`src/hdl/gnms_pkg.sv`:
```
// ----------------------------------------------------------------------------
// gnms_pkg
// Shared constants, register codes and types for gradient non-max suppression.
// ----------------------------------------------------------------------------
package gnms_pkg;

    // Default build sizes
    localparam int DEF_MAX_WIDTH   = 1024;
    localparam int DEF_SAMPLE_BITS = 16;

    // Frame geometry
    localparam int ROW_BITS    = 12;
    localparam int HEIGHT_BITS = 13;
    localparam int MAX_HEIGHT  = 4096;
    localparam int MIN_DIM     = 3;

    // Configuration registers
    localparam int CFG_W_BITS    = 11;
    localparam int CFG_H_BITS    = 13;
    localparam int CFG_DATA_BITS = 13;
    localparam int CFG_IDX_BITS  = 1;
    localparam int WIDTH_RESET   = 640;
    localparam int HEIGHT_RESET  = 480;

    localparam logic [CFG_IDX_BITS-1:0] CFG_IMAGE_WIDTH  = 1'b0;
    localparam logic [CFG_IDX_BITS-1:0] CFG_IMAGE_HEIGHT = 1'b1;

    // 3x3 window positions, row major, top-left first
    localparam int WIN_SIZE = 9;
    localparam int WIN_NW   = 0;
    localparam int WIN_N    = 1;
    localparam int WIN_NE   = 2;
    localparam int WIN_W    = 3;
    localparam int WIN_C    = 4;
    localparam int WIN_E    = 5;
    localparam int WIN_SW   = 6;
    localparam int WIN_S    = 7;
    localparam int WIN_SE   = 8;

    // Forward control between the window front end and the decision pipe
    typedef struct packed {
        logic valid;
        logic border;
    } gnms_tag_t;

endpackage

```
`src/hdl/gnms_decide.sv`:
```
// ----------------------------------------------------------------------------
// gnms_decide
// Octant selection, cross-multiplied interpolation compare and result register.
// ----------------------------------------------------------------------------
module gnms_decide
    import gnms_pkg::*;
#(
    parameter int SAMPLE_BITS = DEF_SAMPLE_BITS,
    parameter int COL_BITS    = $clog2(DEF_MAX_WIDTH)
) (
    input  logic                          aclk,
    input  logic                          aresetn,
    // Centre pixels from the window front end
    input  gnms_tag_t                     in_tag,
    output logic                          in_ready,
    input  logic [SAMPLE_BITS-1:0]        in_win [WIN_SIZE],
    input  logic signed [SAMPLE_BITS-1:0] in_gx,
    input  logic signed [SAMPLE_BITS-1:0] in_gy,
    input  logic [ROW_BITS-1:0]           in_row,
    input  logic [COL_BITS-1:0]           in_col,
    // Results
    output logic                          res_valid,
    input  logic                          res_ready,
    output logic [SAMPLE_BITS-1:0]        res_value,
    output logic [ROW_BITS-1:0]           res_row,
    output logic [COL_BITS-1:0]           res_col
);

    localparam int SB = SAMPLE_BITS;
    localparam int PB = 2 * SAMPLE_BITS;

    // Octant selection
    logic          gx_neg, gy_neg;
    logic [SB:0]   sum_xy;
    logic [SB:0]   diff_yx;
    logic [SB-1:0] ax, ay;
    logic [SB-1:0] sel_major, sel_minor;
    logic [SB-1:0] sel_a1, sel_b1, sel_a2, sel_b2;
    logic [SB-1:0] sel_m;

    // Stage 3: operands
    logic          s3_valid_reg;
    logic [SB-1:0] s3_m_reg;
    logic [SB-1:0] s3_major_reg;
    logic [SB-1:0] s3_minor_reg;
    logic [SB-1:0] s3_span_reg;
    logic [SB-1:0] s3_a1_reg, s3_b1_reg, s3_a2_reg, s3_b2_reg;
    logic [ROW_BITS-1:0] s3_row_reg;
    logic [COL_BITS-1:0] s3_col_reg;

    // Stage 4: products
    logic          s4_valid_reg;
    logic [SB-1:0] s4_m_reg;
    logic [PB-1:0] s4_pm_reg;
    logic [PB-1:0] s4_pa1_reg, s4_pb1_reg, s4_pa2_reg, s4_pb2_reg;
    logic [ROW_BITS-1:0] s4_row_reg;
    logic [COL_BITS-1:0] s4_col_reg;

    // Result register
    logic          out_valid_reg;
    logic [SB-1:0] out_value_reg;
    logic [ROW_BITS-1:0] out_row_reg;
    logic [COL_BITS-1:0] out_col_reg;

    logic [PB:0]   interp1, interp2;
    logic          suppress;
    logic          en3, en4, en_out;

    // Flow control
    assign en_out   = !out_valid_reg || res_ready;
    assign en4      = !s4_valid_reg || en_out;
    assign en3      = !s3_valid_reg || en4;
    assign in_ready = en3;

    // Sort the gradient into its octant and pick the two neighbour pairs
    always_comb begin
        gx_neg  = in_gx[SB-1];
        gy_neg  = in_gy[SB-1];
        sum_xy  = {in_gx[SB-1], in_gx} + {in_gy[SB-1], in_gy};
        diff_yx = {in_gy[SB-1], in_gy} - {in_gx[SB-1], in_gx};
        ax      = gx_neg ? SB'(~in_gx + 1'b1) : in_gx;
        ay      = gy_neg ? SB'(~in_gy + 1'b1) : in_gy;
        sel_m   = in_tag.border ? '0 : in_win[WIN_C];
        if (!gx_neg) begin
            if (!gy_neg) begin
                if (in_gx >= in_gy) begin
                    sel_major = ax;             sel_minor = ay;
                    sel_a1 = in_win[WIN_E];     sel_b1 = in_win[WIN_SE];
                    sel_a2 = in_win[WIN_W];     sel_b2 = in_win[WIN_NW];
                end else begin
                    sel_major = ay;             sel_minor = ax;
                    sel_a1 = in_win[WIN_S];     sel_b1 = in_win[WIN_SE];
                    sel_a2 = in_win[WIN_N];     sel_b2 = in_win[WIN_NW];
                end
            end else begin
                if (!sum_xy[SB]) begin
                    sel_major = ax;             sel_minor = ay;
                    sel_a1 = in_win[WIN_E];     sel_b1 = in_win[WIN_NE];
                    sel_a2 = in_win[WIN_W];     sel_b2 = in_win[WIN_SW];
                end else begin
                    sel_major = ay;             sel_minor = ax;
                    sel_a1 = in_win[WIN_S];     sel_b1 = in_win[WIN_SW];
                    sel_a2 = in_win[WIN_N];     sel_b2 = in_win[WIN_NE];
                end
            end
        end else begin
            if (!gy_neg) begin
                if (!sum_xy[SB]) begin
                    sel_major = ay;             sel_minor = ax;
                    sel_a1 = in_win[WIN_S];     sel_b1 = in_win[WIN_SW];
                    sel_a2 = in_win[WIN_N];     sel_b2 = in_win[WIN_NE];
                end else begin
                    sel_major = ax;             sel_minor = ay;
                    sel_a1 = in_win[WIN_W];     sel_b1 = in_win[WIN_SW];
                    sel_a2 = in_win[WIN_E];     sel_b2 = in_win[WIN_NE];
                end
            end else begin
                if (!diff_yx[SB]) begin
                    sel_major = ax;             sel_minor = ay;
                    sel_a1 = in_win[WIN_W];     sel_b1 = in_win[WIN_NW];
                    sel_a2 = in_win[WIN_E];     sel_b2 = in_win[WIN_SE];
                end else begin
                    sel_major = ay;             sel_minor = ax;
                    sel_a1 = in_win[WIN_N];     sel_b1 = in_win[WIN_NW];
                    sel_a2 = in_win[WIN_S];     sel_b2 = in_win[WIN_SE];
                end
            end
        end
    end

    // Interpolated neighbours, scaled by major, against the scaled centre
    always_comb begin
        interp1  = {1'b0, s4_pa1_reg} + {1'b0, s4_pb1_reg};
        interp2  = {1'b0, s4_pa2_reg} + {1'b0, s4_pb2_reg};
        suppress = ({1'b0, s4_pm_reg} < interp1) || ({1'b0, s4_pm_reg} < interp2);
    end

    // Stage valids
    always_ff @(posedge aclk) begin
        if (!aresetn) begin
            s3_valid_reg  <= 1'b0;
            s4_valid_reg  <= 1'b0;
            out_valid_reg <= 1'b0;
        end else begin
            if (en3) begin
                s3_valid_reg <= in_tag.valid;
            end
            if (en4) begin
                s4_valid_reg <= s3_valid_reg;
            end
            if (en_out) begin
                out_valid_reg <= s4_valid_reg;
            end
        end
    end

    // Stage payload
    always_ff @(posedge aclk) begin
        if (in_tag.valid && en3) begin
            s3_m_reg     <= sel_m;
            s3_major_reg <= sel_major;
            s3_minor_reg <= sel_minor;
            s3_span_reg  <= sel_major - sel_minor;
            s3_a1_reg    <= sel_a1;
            s3_b1_reg    <= sel_b1;
            s3_a2_reg    <= sel_a2;
            s3_b2_reg    <= sel_b2;
            s3_row_reg   <= in_row;
            s3_col_reg   <= in_col;
        end
        if (s3_valid_reg && en4) begin
            s4_m_reg   <= s3_m_reg;
            s4_pm_reg  <= s3_m_reg * s3_major_reg;
            s4_pa1_reg <= s3_span_reg * s3_a1_reg;
            s4_pb1_reg <= s3_minor_reg * s3_b1_reg;
            s4_pa2_reg <= s3_span_reg * s3_a2_reg;
            s4_pb2_reg <= s3_minor_reg * s3_b2_reg;
            s4_row_reg <= s3_row_reg;
            s4_col_reg <= s3_col_reg;
        end
        if (s4_valid_reg && en_out) begin
            out_value_reg <= suppress ? '0 : s4_m_reg;
            out_row_reg   <= s4_row_reg;
            out_col_reg   <= s4_col_reg;
        end
    end

    assign res_valid = out_valid_reg;
    assign res_value = out_value_reg;
    assign res_row   = out_row_reg;
    assign res_col   = out_col_reg;

endmodule

```
`config.mk`:
```
export PLATFORM = sky130hd
export DESIGN_NAME = gnms_decide
export DESIGN_NICKNAME = d
export VERILOG_FILES = /design/src/hdl/gnms_pkg.sv /design/src/hdl/gnms_decide.sv
export SDC_FILE = /design/constraint.sdc
export NUM_CORES = 2
export LEC_CHECK = 0
export BUFFER_PORTS_ARGS = -buffer_cell sky130_fd_sc_hd__buf_4
export CORE_ASPECT_RATIO = 1.4
export CORE_MARGIN = 8
export CORE_UTILIZATION = 40
export CTS_BUF_LIST = sky130_fd_sc_hd__clkbuf_16
export CTS_CLUSTER_DIAMETER = 50
export DETAILED_ROUTE_END_ITERATION = 7
export PLACE_DENSITY = 0.68
export SLEW_MARGIN = 20
export SYNTH_ARGS = -nofsm -noshare
export SYNTH_HDL_FRONTEND = slang
export SYNTH_SLANG_ARGS = --single-unit
```
`constraint.sdc`:
```
create_clock -name aclk -period 22.9 [get_ports aclk]
set_clock_uncertainty 0.2 [all_clocks]
set_input_delay 1.145 -clock aclk [delete_from_list [all_inputs] [get_ports aclk]]
set_output_delay 1.145 -clock aclk [all_outputs]
set_load 0.01 [all_outputs]
```
After elaboration in Yosys (flattened, before gate mapping)
Index checks and enable logic that the tools add are counted.
- output and inout bits: 40
- register bits: 389
- multiplexer cells: 36
- reduce and logical (&&, ||, !) cells: 10
- order comparisons: 3
- bitwise logic cells: 2
- multipliers: 5
- $add $sub $neg: 7
- operators with widths (operator ; number):
    2-to-1 mux 16 bit ; 36
    multiplier 16 x 16 -> 32 bit ; 5
    adder 32 x 32 -> 33 bit ; 2
    < comparator 32 x 33 -> 1 bit ; 2
    adder 16 x 1 -> 16 bit, second input constant ; 2
    NOT 16 bit ; 2
    adder 16 x 16 -> 17 bit ; 1
    subtractor 16 x 16 -> 17 bit ; 1
    >= comparator 16 bit ; 1
    subtractor 16 bit ; 1
    logical OR 1 bit ; 4
    logical AND 1 bit ; 3
    zero test 1 bit ; 3

Depth between registers and ports, before layout
- depth after elaboration: 7
- depth in mapped cells: 27
- gate-level depth less buffers: 24

Worst setup path before layout
OpenSTA, ideal clock, no wires.
- path type: input -> register
- start point: input port res_ready
- end point: register s4_col_reg[0], enable pin
- slack: 6140 ps
- data required time: 21641 ps
- data arrival time: 15501 ps
- setup time: 1059 ps
- stages: 2
- buffers on the path: 0
- cell sequence: nor2b_1 a21boi_0
- cells in the longest elaborated chain, start to end: 3
- ends and longest elaborated chain (item ; RTL line ; text):
    start, declared ; gnms_decide.sv:23 ; input logic res_ready,
    logical OR 1 bit ; gnms_decide.sv:70 ; assign en_out = !out_valid_reg || res_ready;
    logical OR 1 bit ; gnms_decide.sv:71 ; assign en4 = !s4_valid_reg || en_out;
    logical AND 1 bit ; gnms_decide.sv:171 ; if (s3_valid_reg && en4) begin
    end signal, assigned ; gnms_decide.sv:179 ; s4_col_reg <= s3_col_reg;
    end, declared ; gnms_decide.sv:57 ; logic [COL_BITS-1:0] s4_col_reg;
Every way passes these cells.
A chain may end at the register's enable or synchronous reset.

Final worst setup path
- start point: register s3_major_reg[9]
- end point: register s4_pm_reg[31] (data pin)
- cells in the longest elaborated chain, start to end: 1
- ends and longest elaborated chain (item ; RTL line ; text):
    start, declared ; gnms_decide.sv:44 ; logic [SB-1:0] s3_major_reg;
    start signal, assigned ; gnms_decide.sv:161 ; s3_major_reg <= sel_major;
    multiplier 16 x 16 -> 32 bit ; gnms_decide.sv:173 ; s4_pm_reg <= s3_m_reg * s3_major_reg;
    end signal, assigned ; gnms_decide.sv:173 ;
    end, declared ; gnms_decide.sv:54 ; logic [PB-1:0] s4_pm_reg;
Every way passes these cells.

==> impl_metrics.py <==
metrics = {
    "clock_tree": {
        "holdBufCountCts": 0,
        "max-clock-path-buffers": 3,
        "cts_resized": 0,
        "clock_latency_ns": 0.64,
        "clk_pin_slew_ns": 0.06,
        "cts_buffers": 52,
        "cts.sinks": 389,
        "cts_setup_buffers": 0,
        "cts_max_level": 2,
        "cts.root.buffer_cell": "clkbuf_16",
        "cts_tree": "done",
    },
    "flow_run": {
        "maxCapViolCount": 0,
    },
    "logic_synthesis": {
        "synth_most_common_cell": "inv_1",
        "yosysWarnings": 0,
        "syn-num-nets": 8355,
        "synthCells": 6483,
        "synth_flop_cell": "edfxtp_1",
        "synth_top_family_by_area": "adder cells",
        "ys_ff_latch": 389,
        "ys_seq_area_share_pct": 18.3,
        "synth_top_area_share_pct": 30.6,
        "synth.distinct_cells": 81,
        "synth_xor_area_share_pct": 3.16,
        "synth_edf_count": 386,
        "synth_simple_gate_area_share_pct": 14.1,
        "synth_top_area_cell": "fa_1",
        "synth_area_per_cell_um2": 9.82,
        "synth_fa_ha_area_share_pct": 44.3,
        "async_flop_share_pct": 0,
        "synth.top_cells.by_area": "fa_1 (31%), edfxtp_1 (18%), ha_1 (14%), inv_1 (7.1%), and2_1 (6.0%)",
        "synth_compound_area_share_pct": 7.33,
        "synthMuxAreaShare_pct": 4.11,
        "syn_area_um2": 63700,
        "synthTopCellsByCount": "inv_1 (1207), fa_1 (973), nand2_1 (771)",
    },
    "global_routing": {
        "grt_pass1_wl_um": 265000,
        "overflow": 0,
        "grt_max_degree": 76,
        "track_usage_pct": 19.0,
        "grt_pass1_vias": 50014,
        "antenna_found_initial": 1,
    },
    "routing": {
        "firstDrtPassIters": 5,
        "wire_per_inst_um": 18.6,
        "wirelength_um": 162000,
        "vias": 46088,
        "antenna_left": 0,
        "drc": 0,
        "routed_via_density": 5.28,
        "drt_iter0_drc": 2400,
    },
    "setup_path": {
        "worstPathArrival_ns": 7.48,
        "startpoint_type": "register",
        "path_max_fanout": 16,
        "crit_type": "reg -> reg",
        "cp-end-kind": "register",
        "crit_start": "s3_major_reg[9]",
        "cp.required_ns": 23.08,
        "rr_startpoint": "s3_major_reg[9]",
    },
    "final_layout": {
        "layout-drive-gt1-share_pct": 7.41,
        "n_fill_cell": 15185,
        "area_delta_synth_final_pct": 8.91,
        "num-nets-final": 8455,
    },
    "floorplan": {
        "start_util_pct": 40.2,
        "core_region_area_um2": 158000,
        "die_h_um": 488,
        "die-area_um2": 172000,
        "fp.dieW_um": 353,
        "core.rowCount": 173,
        "pin_count": 243,
    },
    "sta": {
        "finalSetupViolCount": 0,
        "period_share_pct": 31.9,
        "worst-slew-pin-transition_ns": 1.08,
        "fmax_ghz": 0.137,
        "setup_tns_ns": 0,
        "maxSlewHeadroom_pct": 28.0,
        "rsz0062_at_grt": "false",
        "slew_violations": 0,
        "hold_viol": 0,
        "period_needed_ns": 7.30,
    },
    "placed_design": {
        "hpwl_um": 128000,
        "routabilityCongestion": 0.898,
        "portBuffers": 242,
    },
    "status": {
        "status": "finished, final reports clean",
    },
    "hold_path": {
        "hp-start": "s3_row_reg[0]",
        "hp-class": "reg -> reg",
    },
}
[cells by family after synthesis]
kind of cell,count (synthesis)
mux,212
buf+inv,1459
xor+xnor,230
simple gates,1815
compound gates,709
fa+ha+maj,1669
flops,389
[worst max-delay path: stages (launching register included)]
cell	delay, ns
edfxtp_1	0.96
nand2_1	0.15
fa_1	0.53
inv_1	0.05
fa_1	0.50
inv_1	0.06
fa_1	0.53
inv_1	0.05
fa_1	0.49
fa_1	0.51
inv_1	0.05
fa_1	0.48
inv_1	0.04
ha_1	0.33
a21o_1	0.20
a21o_1	0.17
a221oi_1	0.38
a31o_2	0.27
o41ai_1	0.10
or4_1	0.48
a31o_1	0.24
a21oi_1	0.17
xnor2_1	0.08
[per-layer routing]
layer	GRT usage, %	share of wire [%]
met1	22.9	40
met2	33.5	50
met3	2.37	4.8
met4	9.22	5.7
met5	0	0
[through the flow]
| stage | cells | setup WS (ns) | hold slack [ns] | util [%] | area (µm²) |
|---|---|---|---|---|---|
| final | 8723 | 15.60 | 0.213 | 43.8 | 69400 |
| after global routing | 8722 | 15.33 | 0.220 | 43.8 | 69400 |
| after CTS | 8722 | 15.62 | 0.214 | 43.8 | 69400 |
| after detailed placement | 8629 | 15.09 | 0.205 | 42.7 | 67600 |
| after global placement | 8629 | 15.07 | 0.201 | 42.7 | 67600 |
| after floorplan | 6483 | 6.14 | 0.200 | - | 63700 |
[cell type report]
cell class / instances / area (µm²) / share of cell area (%)
diodes: 1 / 2.50 / 0.00361
clock inverters: 39 / 399 / 0.575
flip-flops and latches: 389 / 11700 / 16.8
inverters: 1208 / 4530 / 6.54
clock buffers: 54 / 1350 / 1.95
multi-input cells: 4635 / 46600 / 67.1
well taps: 2100 / 2630 / 3.79
repair buffers: 297 / 2230 / 3.21
[path summary, 6_finish.rpt]
check             endpoint  cells past startpoint  slack, ns
max          s4_pm_reg[31]                     22      15.60
min          s4_row_reg[0]                      0       0.21
max reg2reg  s4_pm_reg[31]                     22      15.60
min reg2reg  s4_row_reg[0]                      0       0.21
[layout by cell type, fill, tap and decap left out, drive strengths merged, types with 9 or more instances in the layout]
master,count
a211oi,26
a21o,117
a21oi,188
a221oi,35
a31oi,13
and2,609
and3,14
buf,297
clkbuf,54
clkinv,13
edfxtp,386
fa,973
ha,696
inv,1227
mux2,48
mux2i,132
mux4,32
nand2,771
nand2b,46
nand3,47
nand4,39
nor2,147
nor2b,49
nor3,37
nor4,13
o21a,40
o21ai,126
o21bai,34
o22ai,39
o31ai,14
o41ai,9
or3,10
xnor2,150
xor2,80
Power is left out: the tool's default activity adds up to more than one toggle a clock period on the data nets, which glitch-free logic cannot reach.
